<file path="config.mk">
export PLATFORM = sky130hd
export DESIGN_NAME = lru_key_value_cache_top_flat
export DESIGN_NICKNAME = d
export VERILOG_FILES = /design/src/lkv_pkg.sv /design/src/lkv_req_if.sv /design/src/lkv_rsp_if.sv /design/src/lkv_ram.sv /design/src/lkv_front.sv /design/src/lkv_engine.sv /design/src/lru_key_value_cache_top.sv /design/src/flat_wrapper.sv
export SDC_FILE = /design/constraint.sdc
export NUM_CORES = 2
export LEC_CHECK = 0
export BUFFER_PORTS_ARGS = -buffer_cell sky130_fd_sc_hd__buf_2
export CORE_AREA = 2 2 533 535
export DETAILED_ROUTE_END_ITERATION = 6
export DIE_AREA = 0 0 535 537
export PLACE_DENSITY = 0.79
export SYNTH_ARGS = -nofsm -noshare
export SYNTH_HDL_FRONTEND = slang
export SYNTH_SLANG_ARGS = --single-unit
</file>
<file path="constraint.sdc">
create_clock -name clk -period 8.1 [get_ports clk]
set_clock_uncertainty 0.2 [all_clocks]
set_input_delay 1.62 -clock clk [delete_from_list [all_inputs] [get_ports clk]]
set_output_delay 1.62 -clock clk [all_outputs]
set_load 0.03 [all_outputs]
</file>
<file path="src/lkv_pkg.sv">
// Package for the LRU key/value cache: widths, default sizes and the request beat type.
// Used by the channel interfaces, the request queue, the cache engine and the top level.
package lkv_pkg;

  localparam int unsigned LKV_ENTRIES = 64;
  localparam int unsigned KEY_W = 16;
  localparam int unsigned VAL_W = 32;
  localparam int unsigned CAP_W = 7;
  localparam logic [CAP_W-1:0] CAP_RESET = 7'd64;

  localparam logic REQ_GET = 1'b0;
  localparam logic REQ_PUT = 1'b1;

  typedef struct packed {
    logic             req_type;
    logic [KEY_W-1:0] lookup_key;
    logic [VAL_W-1:0] write_value;
  } lkv_req_t;

endpackage

</file>
<file path="src/lkv_req_if.sv">
// Request channel: valid/ready handshake carrying one get or put beat.
// Depends on lkv_pkg for field widths.
interface lkv_req_if;
  logic                        valid;
  logic                        ready;
  logic                        req_type;
  logic [lkv_pkg::KEY_W-1:0]   lookup_key;
  logic [lkv_pkg::VAL_W-1:0]   write_value;

  modport source(output valid, req_type, lookup_key, write_value, input ready);
  modport sink(input valid, req_type, lookup_key, write_value, output ready);
endinterface

</file>
<file path="src/lkv_rsp_if.sv">
// Response channel: valid/ready handshake carrying one hit flag and read value beat.
// Depends on lkv_pkg for field widths.
interface lkv_rsp_if;
  logic                        valid;
  logic                        ready;
  logic                        hit;
  logic [lkv_pkg::VAL_W-1:0]   read_value;

  modport source(output valid, hit, read_value, input ready);
  modport sink(input valid, hit, read_value, output ready);
endinterface

</file>
<file path="src/lkv_ram.sv">
// Generic single-write, single-read RAM with a registered read port.
// No dependencies.
module lkv_ram #(
  parameter int unsigned WIDTH = 8,
  parameter int unsigned DEPTH = 64,
  localparam int unsigned AW = (DEPTH > 1) ? $clog2(DEPTH) : 1
) (
  input  logic             clk,
  input  logic             we,
  input  logic [AW-1:0]    waddr,
  input  logic [WIDTH-1:0] wdata,
  input  logic             re,
  input  logic [AW-1:0]    raddr,
  output logic [WIDTH-1:0] rdata
);
  logic [WIDTH-1:0] mem [DEPTH];

  always_ff @(posedge clk) begin
    if (we) begin
      mem[waddr] <= wdata;
    end
    if (re) begin
      rdata <= mem[raddr];
    end
  end
endmodule

</file>
<file path="src/lkv_front.sv">
// Front end: a two-beat request queue that decouples the request channel from the engine.
// Depends on lkv_pkg and lkv_req_if.
module lkv_front (
  input  logic              clk,
  input  logic              rst,
  lkv_req_if.sink           req,
  output lkv_pkg::lkv_req_t head,
  output logic              head_valid,
  input  logic              pop
);
  import lkv_pkg::*;

  lkv_req_t   q [2];
  logic       rd_ptr;
  logic       wr_ptr;
  logic [1:0] count;
  logic       push;

  assign req.ready  = (count != 2'd2);
  assign push       = req.valid && req.ready;
  assign head       = q[rd_ptr];
  assign head_valid = (count != 2'd0);

  always_ff @(posedge clk) begin
    if (push) begin
      q[wr_ptr] <= '{req_type: req.req_type, lookup_key: req.lookup_key,
                     write_value: req.write_value};
    end
    if (rst) begin
      rd_ptr <= 1'b0;
      wr_ptr <= 1'b0;
      count  <= 2'd0;
    end else begin
      if (push) wr_ptr <= ~wr_ptr;
      if (pop)  rd_ptr <= ~rd_ptr;
      count <= count + {1'b0, push} - {1'b0, pop};
    end
  end

  assert property (@(posedge clk) disable iff (rst) pop |-> head_valid)
    else $error("request queue popped while empty");
endmodule

</file>
<file path="src/lkv_engine.sv">
// Back end: key match over the slot registers, recency list upkeep in link RAMs,
// eviction and insertion, and the result register. Depends on lkv_pkg and lkv_ram.
module lkv_engine #(
  parameter int unsigned ENTRIES = lkv_pkg::LKV_ENTRIES
) (
  input  logic                      clk,
  input  logic                      rst,
  input  lkv_pkg::lkv_req_t         head,
  input  logic                      head_valid,
  output logic                      pop,
  input  logic [lkv_pkg::CAP_W-1:0] capacity,
  output logic                      out_valid,
  output logic                      out_hit,
  output logic [lkv_pkg::VAL_W-1:0] out_value,
  input  logic                      out_ready
);
  import lkv_pkg::*;

  localparam int unsigned SW = (ENTRIES > 1) ? $clog2(ENTRIES) : 1;
  localparam int unsigned UW = $clog2(ENTRIES + 1);
  localparam int unsigned CW = (UW > CAP_W) ? UW : CAP_W;
  localparam logic [CW-1:0] ENT_C = CW'(ENTRIES);

  typedef enum logic [5:0] {
    S_IDLE  = 6'b000001,
    S_LINK  = 6'b000010,
    S_MOVE  = 6'b000100,
    S_EVICT = 6'b001000,
    S_INS   = 6'b010000,
    S_DONE  = 6'b100000
  } state_t;

  state_t             st;
  logic [KEY_W-1:0]   slot_key [ENTRIES];
  logic [ENTRIES-1:0] slot_valid;
  logic [UW-1:0]      used;
  logic [SW-1:0]      oldest;
  logic [SW-1:0]      newest;
  logic               cur_put;
  logic               cur_hit;
  logic [SW-1:0]      cur_slot;
  logic [KEY_W-1:0]   cur_key;
  logic [VAL_W-1:0]   cur_val;

  logic               m_hit;
  logic [SW-1:0]      m_slot;
  logic               f_any;
  logic [SW-1:0]      f_slot;
  logic [CW-1:0]      cap_x;
  logic [CW-1:0]      eff_cap;
  logic               full;
  logic               take;

  logic               val_we, val_re;
  logic [SW-1:0]      val_waddr, val_raddr;
  logic [VAL_W-1:0]   val_wdata, val_rdata;
  logic               nl_we, ol_we, ln_re;
  logic [SW-1:0]      nl_waddr, ol_waddr, ln_raddr;
  logic [SW-1:0]      nl_wdata, ol_wdata, nl_rdata, ol_rdata;

  // Lowest matching slot wins; keys are unique among valid slots anyway.
  always_comb begin
    m_hit  = 1'b0;
    m_slot = '0;
    f_any  = 1'b0;
    f_slot = '0;
    for (int i = ENTRIES - 1; i >= 0; i--) begin
      if (slot_valid[i] && slot_key[i] == head.lookup_key) begin
        m_hit  = 1'b1;
        m_slot = SW'(i);
      end
      if (!slot_valid[i]) begin
        f_any  = 1'b1;
        f_slot = SW'(i);
      end
    end
  end

  always_comb begin
    cap_x = CW'(capacity);
    if (cap_x == '0) begin
      eff_cap = CW'(1);
    end else if (cap_x > ENT_C) begin
      eff_cap = ENT_C;
    end else begin
      eff_cap = cap_x;
    end
    full = (CW'(used) >= eff_cap);
  end

  assign take = (st == S_IDLE) && head_valid;
  assign pop  = take;

  always_comb begin
    val_we    = 1'b0;
    val_waddr = m_slot;
    val_wdata = head.write_value;
    val_re    = 1'b0;
    val_raddr = m_slot;
    nl_we     = 1'b0;
    nl_waddr  = '0;
    nl_wdata  = '0;
    ol_we     = 1'b0;
    ol_waddr  = '0;
    ol_wdata  = '0;
    ln_re     = 1'b0;
    ln_raddr  = m_hit ? m_slot : oldest;
    unique case (st)
      S_IDLE: begin
        if (take) begin
          ln_re  = 1'b1;
          val_we = m_hit && (head.req_type == REQ_PUT);
          val_re = m_hit && (head.req_type == REQ_GET);
        end
      end
      S_LINK: begin
        // Unlink the slot: its older neighbor now points past it.
        if (cur_slot != oldest) begin
          nl_we    = 1'b1;
          nl_waddr = ol_rdata;
          nl_wdata = nl_rdata;
        end
        ol_we    = 1'b1;
        ol_waddr = nl_rdata;
        ol_wdata = ol_rdata;
      end
      S_MOVE: begin
        ol_we    = 1'b1;
        ol_waddr = cur_slot;
        ol_wdata = newest;
        nl_we    = 1'b1;
        nl_waddr = newest;
        nl_wdata = cur_slot;
      end
      S_EVICT: begin
      end
      S_INS: begin
        if (f_any) begin
          val_we    = 1'b1;
          val_waddr = f_slot;
          val_wdata = cur_val;
          if (used != '0) begin
            ol_we    = 1'b1;
            ol_waddr = f_slot;
            ol_wdata = newest;
            nl_we    = 1'b1;
            nl_waddr = newest;
            nl_wdata = f_slot;
          end
        end
      end
      S_DONE: begin
      end
      default: begin
      end
    endcase
  end

  always_ff @(posedge clk) begin
    if (take) begin
      cur_put  <= head.req_type;
      cur_hit  <= m_hit;
      cur_slot <= m_slot;
      cur_key  <= head.lookup_key;
      cur_val  <= head.write_value;
    end
    if (st == S_INS && f_any) begin
      slot_key[f_slot] <= cur_key;
    end
    if (rst) begin
      st         <= S_IDLE;
      slot_valid <= '0;
      used       <= '0;
      oldest     <= '0;
      newest     <= '0;
      out_valid  <= 1'b0;
    end else begin
      if (st == S_DONE && (!out_valid || out_ready)) begin
        out_valid <= 1'b1;
      end else if (out_ready) begin
        out_valid <= 1'b0;
      end
      unique case (st)
        S_IDLE: begin
          if (take) begin
            if (m_hit) begin
              st <= (m_slot == newest) ? S_DONE : S_LINK;
            end else if (head.req_type == REQ_PUT) begin
              st <= (full && used != '0) ? S_EVICT : S_INS;
            end else begin
              st <= S_DONE;
            end
          end
        end
        S_LINK: begin
          if (cur_slot == oldest) oldest <= nl_rdata;
          st <= S_MOVE;
        end
        S_MOVE: begin
          newest <= cur_slot;
          st     <= S_DONE;
        end
        S_EVICT: begin
          // The link read issued at acceptance holds the next-oldest slot.
          slot_valid[oldest] <= 1'b0;
          used <= used - UW'(1);
          if (used != UW'(1)) oldest <= nl_rdata;
          st <= S_INS;
        end
        S_INS: begin
          if (f_any) begin
            slot_valid[f_slot] <= 1'b1;
            used   <= used + UW'(1);
            newest <= f_slot;
            if (used == '0) oldest <= f_slot;
          end
          st <= S_DONE;
        end
        S_DONE: begin
          if (!out_valid || out_ready) begin
            st <= S_IDLE;
          end
        end
        default: st <= S_IDLE;
      endcase
    end
  end

  always_ff @(posedge clk) begin
    if (st == S_DONE && (!out_valid || out_ready)) begin
      out_hit   <= cur_hit;
      out_value <= (cur_hit && cur_put == REQ_GET) ? val_rdata : '0;
    end
  end

  lkv_ram #(.WIDTH(VAL_W), .DEPTH(ENTRIES)) u_val_ram (
    .clk(clk), .we(val_we), .waddr(val_waddr), .wdata(val_wdata),
    .re(val_re), .raddr(val_raddr), .rdata(val_rdata)
  );

  lkv_ram #(.WIDTH(SW), .DEPTH(ENTRIES)) u_newer_ram (
    .clk(clk), .we(nl_we), .waddr(nl_waddr), .wdata(nl_wdata),
    .re(ln_re), .raddr(ln_raddr), .rdata(nl_rdata)
  );

  lkv_ram #(.WIDTH(SW), .DEPTH(ENTRIES)) u_older_ram (
    .clk(clk), .we(ol_we), .waddr(ol_waddr), .wdata(ol_wdata),
    .re(ln_re), .raddr(ln_raddr), .rdata(ol_rdata)
  );

  assert property (@(posedge clk) disable iff (rst) used <= UW'(ENTRIES))
    else $error("occupancy exceeds the number of slots");
  assert property (@(posedge clk) disable iff (rst) $countones(slot_valid) == int'(used))
    else $error("valid map disagrees with occupancy");
  assert property (@(posedge clk) disable iff (rst) pop |-> st == S_IDLE)
    else $error("request taken while the engine is busy");
  assert property (@(posedge clk) disable iff (rst)
    (st == S_DONE && (!out_valid || out_ready)) |=> out_valid && st == S_IDLE)
    else $error("finished result not presented");
endmodule

</file>
<file path="src/lru_key_value_cache_top.sv">
// Top level of the LRU key/value cache: capacity register, request queue and engine.
// Depends on lkv_pkg, lkv_req_if, lkv_rsp_if, lkv_front and lkv_engine.
//
// Usage: requests arrive as beats on req (req_type 0 = get, 1 = put, a 16-bit key
// and a 32-bit value for puts). Every request yields exactly one response beat on
// rsp: hit tells whether the key was present, read_value carries the stored value
// on a get hit and zero otherwise. Responses come back in request order.
// The capacity register (cfg_we, cfg_wdata) sets how many entries are held before
// the least recently used one is evicted; zero acts as one, values above ENTRIES
// act as ENTRIES. The user must write it only while no request is outstanding; the
// block itself does not enforce this. The engine works on one request at a time: a
// get miss or a hit on the newest entry goes straight to done, a hit elsewhere passes
// link and move (two link RAM write passes), a put miss passes insert, after evict
// when it evicts. A two-beat request queue keeps the request side open meanwhile.
// Reset empties the cache, sets capacity to 64 and needs no clearing pass.
// When the receiver stalls, the result is held in the output register and the
// engine waits before presenting the next one; requests still queue up to two beats.
module lru_key_value_cache_top #(
  parameter int unsigned ENTRIES = lkv_pkg::LKV_ENTRIES
) (
  input  logic                      clk,
  input  logic                      rst,
  lkv_req_if.sink                   req,
  lkv_rsp_if.source                 rsp,
  input  logic                      cfg_we,
  input  logic [lkv_pkg::CAP_W-1:0] cfg_wdata
);
  import lkv_pkg::*;

  logic [CAP_W-1:0] capacity;
  lkv_req_t         head;
  logic             head_valid;
  logic             pop;

  always_ff @(posedge clk) begin
    if (rst) begin
      capacity <= CAP_RESET;
    end else if (cfg_we) begin
      capacity <= cfg_wdata;
    end
  end

  lkv_front u_front (
    .clk(clk), .rst(rst), .req(req),
    .head(head), .head_valid(head_valid), .pop(pop)
  );

  lkv_engine #(.ENTRIES(ENTRIES)) u_engine (
    .clk(clk), .rst(rst),
    .head(head), .head_valid(head_valid), .pop(pop),
    .capacity(capacity),
    .out_valid(rsp.valid), .out_hit(rsp.hit), .out_value(rsp.read_value),
    .out_ready(rsp.ready)
  );
endmodule
</file>
<file path="src/flat_wrapper.sv">
// flat-port wrapper written by rule: the top's interface ports become plain ports
module lru_key_value_cache_top_flat import lkv_pkg::*;
#(
  parameter int unsigned ENTRIES = lkv_pkg::LKV_ENTRIES
)
  (clk, rst, cfg_we, cfg_wdata, req_valid, req_req_type, req_lookup_key, req_write_value, req_ready, rsp_valid, rsp_hit, rsp_read_value, rsp_ready);
  lkv_req_if req_i ();
  lkv_rsp_if rsp_i ();
  input  logic clk;
  input  logic rst;
  input  logic cfg_we;
  input  logic [lkv_pkg::CAP_W-1:0] cfg_wdata;
  input wire logic [$bits(req_i.valid)-1:0] req_valid;
  input wire logic [$bits(req_i.req_type)-1:0] req_req_type;
  input wire logic [$bits(req_i.lookup_key)-1:0] req_lookup_key;
  input wire logic [$bits(req_i.write_value)-1:0] req_write_value;
  output wire logic [$bits(req_i.ready)-1:0] req_ready;
  output wire logic [$bits(rsp_i.valid)-1:0] rsp_valid;
  output wire logic [$bits(rsp_i.hit)-1:0] rsp_hit;
  output wire logic [$bits(rsp_i.read_value)-1:0] rsp_read_value;
  input wire logic [$bits(rsp_i.ready)-1:0] rsp_ready;
  assign req_i.valid = req_valid;
  assign req_i.req_type = req_req_type;
  assign req_i.lookup_key = req_lookup_key;
  assign req_i.write_value = req_write_value;
  assign req_ready = req_i.ready;
  assign rsp_valid = rsp_i.valid;
  assign rsp_hit = rsp_i.hit;
  assign rsp_read_value = rsp_i.read_value;
  assign rsp_i.ready = rsp_ready;
  lru_key_value_cache_top #(.ENTRIES(ENTRIES)) u_core (.clk(clk), .rst(rst), .req(req_i), .rsp(rsp_i), .cfg_we(cfg_we), .cfg_wdata(cfg_wdata));
endmodule
</file>
* Word level (Yosys, flattened, before mapping) *
Memory sizes are Yosys's and may differ from the RTL's. A register that Yosys moved wholly into a read port is not among the register bits.
Cells that the tools add are included.

cells by class
  $add $sub $neg = 4
  magnitude comparators = 6
  equality and inequality tests = 81
  multiplexer cells = 321
  bitwise gates (word level) = 7
  reductions and logical operators = 90

operators by type and width
  kind                   number
  $eq A16 B16 Y1         64
  $mux W6                147
  $mux W1                153
  $pmux W64 S2           1
  $pmux W6 S3            5
  $logic_and A1 B1 Y1    74
  $and A64 B64 Y64       1
  $mux W32               2
  $mux W64               1
  $not A64 Y64           1
  $or A64 B64 Y64        1
  $pmux W6 S5            1
  $mux W7                3
  $logic_not A7 Y1       2
  $lt A6 B7 Y1 const B   2
  $pmux W7 S2            1
  $demux W1 S6           2
  $eq A6 B6 Y1           2
  $ge A6 B1 Y1 const B   2
  $pmux W6 S2            1
  $ne A2 B2 Y1 const B   4
  $reduce_bool A2 Y1     4
  $add A7 B1 Y7 const B  1
  $ge A7 B7 Y1           1
  24 further kinds       33

word-level totals
  bits in registers = 190
  bits in writable memories = 3,938
  bits of input ports = 61
  output and inout bits = 35
  word-level logic and storage cells = 531
  memories = 5

memories
  memory                           words  bits a word  rd ports  clocked after memory_dff  wr ports  line              RTL
  u_core.u_engine.u_val_ram.mem    64     32           1         1                         1         lkv_ram.sv:16     logic [WIDTH-1:0] mem [DEPTH];
  u_core.u_engine.slot_key         64     16           64        0                         1         lkv_engine.sv:34  logic [KEY_W-1:0] slot_key [ENTRIES];
  u_core.u_engine.u_newer_ram.mem  64     6            1         1                         1         lkv_ram.sv:16
  u_core.u_engine.u_older_ram.mem  64     6            1         1                         1         lkv_ram.sv:16
  u_core.u_front.q                 2      49           1         1                         1         lkv_front.sv:13   lkv_req_t q [2];

* Longest topological paths before layout *
An unclocked memory read counts as a cell.

  depth after elaboration = 72
  depth in mapped cells = 27
  gate-level depth less buffers = 19

* By module *
A second synthesis with hierarchy kept.

unflattened totals
  cells, all modules = 8,970
  area, all modules = 167,752.1 sq um

by module, submodules not included
  module                                      instances  cells each  area each (sq um)
  lkv_ram at u_core.u_engine.u_val_ram        1          3,324       78,835.6
  lkv_engine                                  1          4,004       54,312.1
  lkv_ram at u_core.u_engine.u_newer_ram ...  2          720         15,285.9
  lkv_front                                   1          180         3,781.1
  lru_key_value_cache_top                     1          22          251.5

* Least setup slack after synthesis *
Ideal clock, no wire load.

  path kind = reg2reg
  start = register (tool-made name)
  end = memory u_core.u_engine.u_val_ram.mem[47][0] (netlist bit), enable pin
  setup time = 0.461 ns
  arrival = 6.161 ns
  setup slack = 1.278 ns
  stages on the path, launching flop included = 22
  path buffers = 8
  period minus slack after synthesis = 6.822 ns
  cell sequence = dfxtp_1 > buf_6 > buf_12 > mux2i_1 > buf_4 > buf_6 > buf_6 > xnor2_1 > nor4_2 > nand4_1 > nor3b_2 > inv_1 > a2111oi_0 > o21ai_1 > a211oi_1 > o21ai_1 > o21ai_2 > clkbuf_1 > buf_2 > a21oi_1 > clkbuf_1 > nor3_1

RTL lines
  what       line
  to (decl)  lkv_ram.sv:16

==> impl_metrics.py <==
metrics = {
    "grt": {
        "grt_overflow": 0,
        "grt_pass1_vias": 112227,
        "grt_use_total": 0.359,
        "antenna_found_initial": 27,
        "grt_pass1_wl_um": 754000,
        "grt_max_degree": 110,
    },
    "status": {
        "violations": "DRC, setup timing",
        "status": "finished, violations left",
    },
    "critical_path": {
        "worstPathRequired_ps": 8590,
        "crit_top_cell": "buf_12",
        "start_kind": "flop",
        "ff2ff_path_depth": 20,
        "crit_arrival_ps": 8730,
        "worst_path_largest_cell_delay_ps": 920,
        "crit_type": "flop to flop",
        "worst_setup_path_end_kind": "flop",
        "critPathMaxFanout": 64,
        "path_cells": "mux2i_4, buf_4, xnor2_1, nor4_1, nand2_1, and4b_1, a31oi_1, and3_1, o2111ai_1, a211oi_1, o221a_4, buf_12, buf_12, buf_12, buf_12, a21oi_1, nand2_1, o21ai_0, a22oi_1, nand3_1",
        "cp_slowest_cell": "mux2i_4",
    },
    "clocking": {
        "numCtsBuffers": 409,
        "cts_sinks": 4173,
        "cts-root-buf": "clkbuf_16",
        "cts.path.max_buffers": 4,
        "cts_max_level": 5,
        "clk_pin_slew_ps": 70,
        "cts_hold_buf": 0,
        "cts_tree": "done",
        "clk_latency_ps": 980,
    },
    "floorplanning": {
        "die_y_um": 537,
        "start_util": 0.627,
        "core_mm2": 0.281,
        "row_count": 195,
        "die_x_um": 535,
        "ios": 96,
        "dieArea_mm2": 0.287,
    },
    "yosys": {
        "netlist.area_leader.share": 0.693,
        "synth_seq_area_share": 0.705,
        "synth_edf_count": 4071,
        "synth-async-reset-ratio": 0,
        "synthCells": 12388,
        "ys_warn_count": 0,
        "yosysTopAreaCell": "edfxtp_1",
        "ys_types": 104,
        "syn-num-nets": 12462,
        "synth_seq_cells": 4173,
        "postSynthAreaPerCell_um2": 14.2,
        "synth.area.top_cells": "edfxtp_1 69%, xnor2_1 5.1%, mux2i_1 3.3%",
        "synth_ff_type": "edfxtp_1",
        "synth_area_mm2": 0.176,
    },
    "pwr": {
        "leakagePower_nw": 66.2,
        "pwr-share-seq": 0.486,
        "power.total_mw": 54.1,
        "clkPwrFrac": 0.351,
        "internal_power_mw": 38.8,
        "switchingPower_mw": 15.3,
        "p_comb_frac": 0.163,
        "power_density_mw_per_mm2": 273,
        "switching_share": 0.283,
        "ir_drop_mv": 0.234,
    },
    "sta": {
        "post-route-period-util": 1.02,
        "hold_viol": 0,
        "layout_setup_ws_ps": -135,
        "rsz0062_at_grt": "false",
        "setup_tns_ps": -141,
        "tightest_slew_ps": 1380,
        "slew_violations": 0,
        "timing.hold.ws_ps": 273,
        "fmax_mhz": 121,
        "min_period_ps": 8240,
        "slew_headroom": 0.0807,
        "setup_viol": 2,
    },
    "placement": {
        "pre_cts_slack_ps": 201,
        "dp.cells": 16089,
        "place.gp.congestion": 1.06,
        "place.detailed.hpwl_um": 316000,
        "portBuffers": 95,
    },
    "route": {
        "drt-total-wl_um": 524000,
        "drc": 19,
        "vias_per_cell": 6.83,
        "vias": 115206,
        "drt.antenna.violating_nets": 0,
        "dr.pass1.iters": 7,
        "drtIter0Drc": 17795,
        "wl_per_cell_um": 31.1,
    },
    "finish": {
        "mostFrequentLayoutCell": "edfxtp_1",
        "fin_nets": 12840,
        "final_cell_mix": "4071 x edfxtp_1, 1439 x nand2_1, 1035 x xnor2_1",
        "drive_above_1_share": 0.130,
        "area_growth_pct": 12.2,
        "stdcell_count": 16862,
    },
    "worst_hold_path": {
        "hold_depth": 0,
        "hp-class": "flop to flop",
    },
    "flow_run": {
        "drv_cap": 0,
    },
}
-- repair_timing --
action                     in CTS  in global routing
gates resized for setup         0                  7
setup endpoints to repair       0                 23
buffers inserted                0                  8
-- registers in the layout (all words and copies together), names as in the netlist, 2 cells and up, named ones only --
name                               cells
u_core.u_engine.u_older_ram.mem      384
u_core.u_engine.cur_val               32
u_core.u_front.q                      98
u_core.u_engine.u_newer_ram.rdata      6
u_core.capacity                        7
u_core.u_engine.out_value             32
u_core.u_engine.slot_valid            64
u_core.u_engine.used                   7
u_core.u_engine.u_val_ram.rdata       32
u_core.u_engine.st                     6
u_core.u_engine.newest                 6
u_core.u_engine.oldest                 6
u_core.u_engine.slot_key            1024
u_core.u_engine.cur_slot               6
u_core.u_engine.u_newer_ram.mem      384
u_core.u_engine.cur_key               16
u_core.u_front.count                   2
u_core.u_engine.u_older_ram.rdata      6
u_core.u_engine.u_val_ram.mem       2048
-- path summary, 6_finish.rpt --
| path | slack, ps | startpoint | to |
|---|---|---|---|
| hold / removal | 270 | u_core.u_engine.cur_hit | u_core.u_engine.out_hit |
| setup reg to reg | -140 | flop | u_core.u_engine.u_val_ram.rdata[2] |
| setup / recovery | -140 | flop | u_core.u_engine.u_val_ram.rdata[2] |
| hold reg to reg | 270 | u_core.u_engine.cur_hit | u_core.u_engine.out_hit |
-- power groups by stage --
| stage | Combinational (mW) | Sequential [mW] | Clock [mW] |
|---|---|---|---|
| 2_1_floorplan | 4.20 | 26.9 | 0 |
| 3_3_place_gp | 8.18 | 26.7 | 0 |
| 3_5_place_dp | 8.40 | 26.7 | 0 |
| 4_1_cts | 8.47 | 26.2 | 19.0 |
| 5_1_grt | 8.99 | 26.3 | 19.8 |
| 6_report | 8.82 | 26.3 | 19.0 |
-- final cells by class --
cell class	instances	area, µm²
sequential	4173	124000
fill	17629	83400
multi-input combinational	7429	49100
clock buffer	493	10700
timing repair buffer	646	6090
tap	3743	4680
clock inverter	256	2620
inverter	107	404
antenna	15	37.5
-- cells by family after synthesis --
family	share of synthesized area
compound gates	0.0647
xor+xnor	0.0520
fa+ha+maj	0.000922
buf+inv	0.0221
flops	0.705
mux	0.0526
simple gates	0.103
-- critical path: cells and delay by family (launching register included) --
| family | cells | cell delay (ps) |
|---|---|---|
| xor gates and xnor gates | 1 | 190 |
| buffers and inverters | 5 | 1460 |
| AOI/OAI and AO/OA | 7 | 3340 |
| and+or+nand+nor | 6 | 1040 |
| DFF | 1 | 670 |
| muxes | 1 | 920 |
-- metrics by stage --
stage / instance area (µm²) / util
6_report: 198000 / 0.704
5_1_grt: 198000 / 0.703
4_1_cts: 198000 / 0.703
3_5_place_dp: 184000 / 0.656
3_3_place_gp: 184000 / 0.656
2_1_floorplan: 176000 / -
-- cell usage after synthesis, drive strengths merged, types with 9 or more instances --
cell / number
o22ai: 41
nor3: 168
nor3b: 32
nand4: 142
a211oi: 331
nor4b: 9
nor2b: 49
a21oi: 478
xnor2: 1036
a21o: 12
a221oi: 37
mux2: 289
dfxtp: 102
ha: 13
buf: 422
edfxtp: 4071
clkbuf: 258
or2: 22
nand2b: 23
nor4: 402
nand4b: 10
a31oi: 55
a22oi: 67
nor4bb: 13
and4b: 34
mux2i: 591
a2111oi: 76
nor2: 347
inv: 107
or3: 24
and3: 65
nand3: 491
nand3b: 63
o21ai: 539
o21a: 9
a311oi: 43
o2111ai: 20
and2: 310
nand2: 1444
xor2: 11
o211ai: 44
-- layer usage --
layer / global-route usage / routed length [µm] / share of wire
met1: 0.476 / 184000 / 0.35
met4: 0.189 / 32300 / 0.062
met3: 0.0799 / 66800 / 0.13
met2: 0.560 / 241000 / 0.46
met5: 0 / 70 / 0.00013
Power figures use the tool's default switching activity.
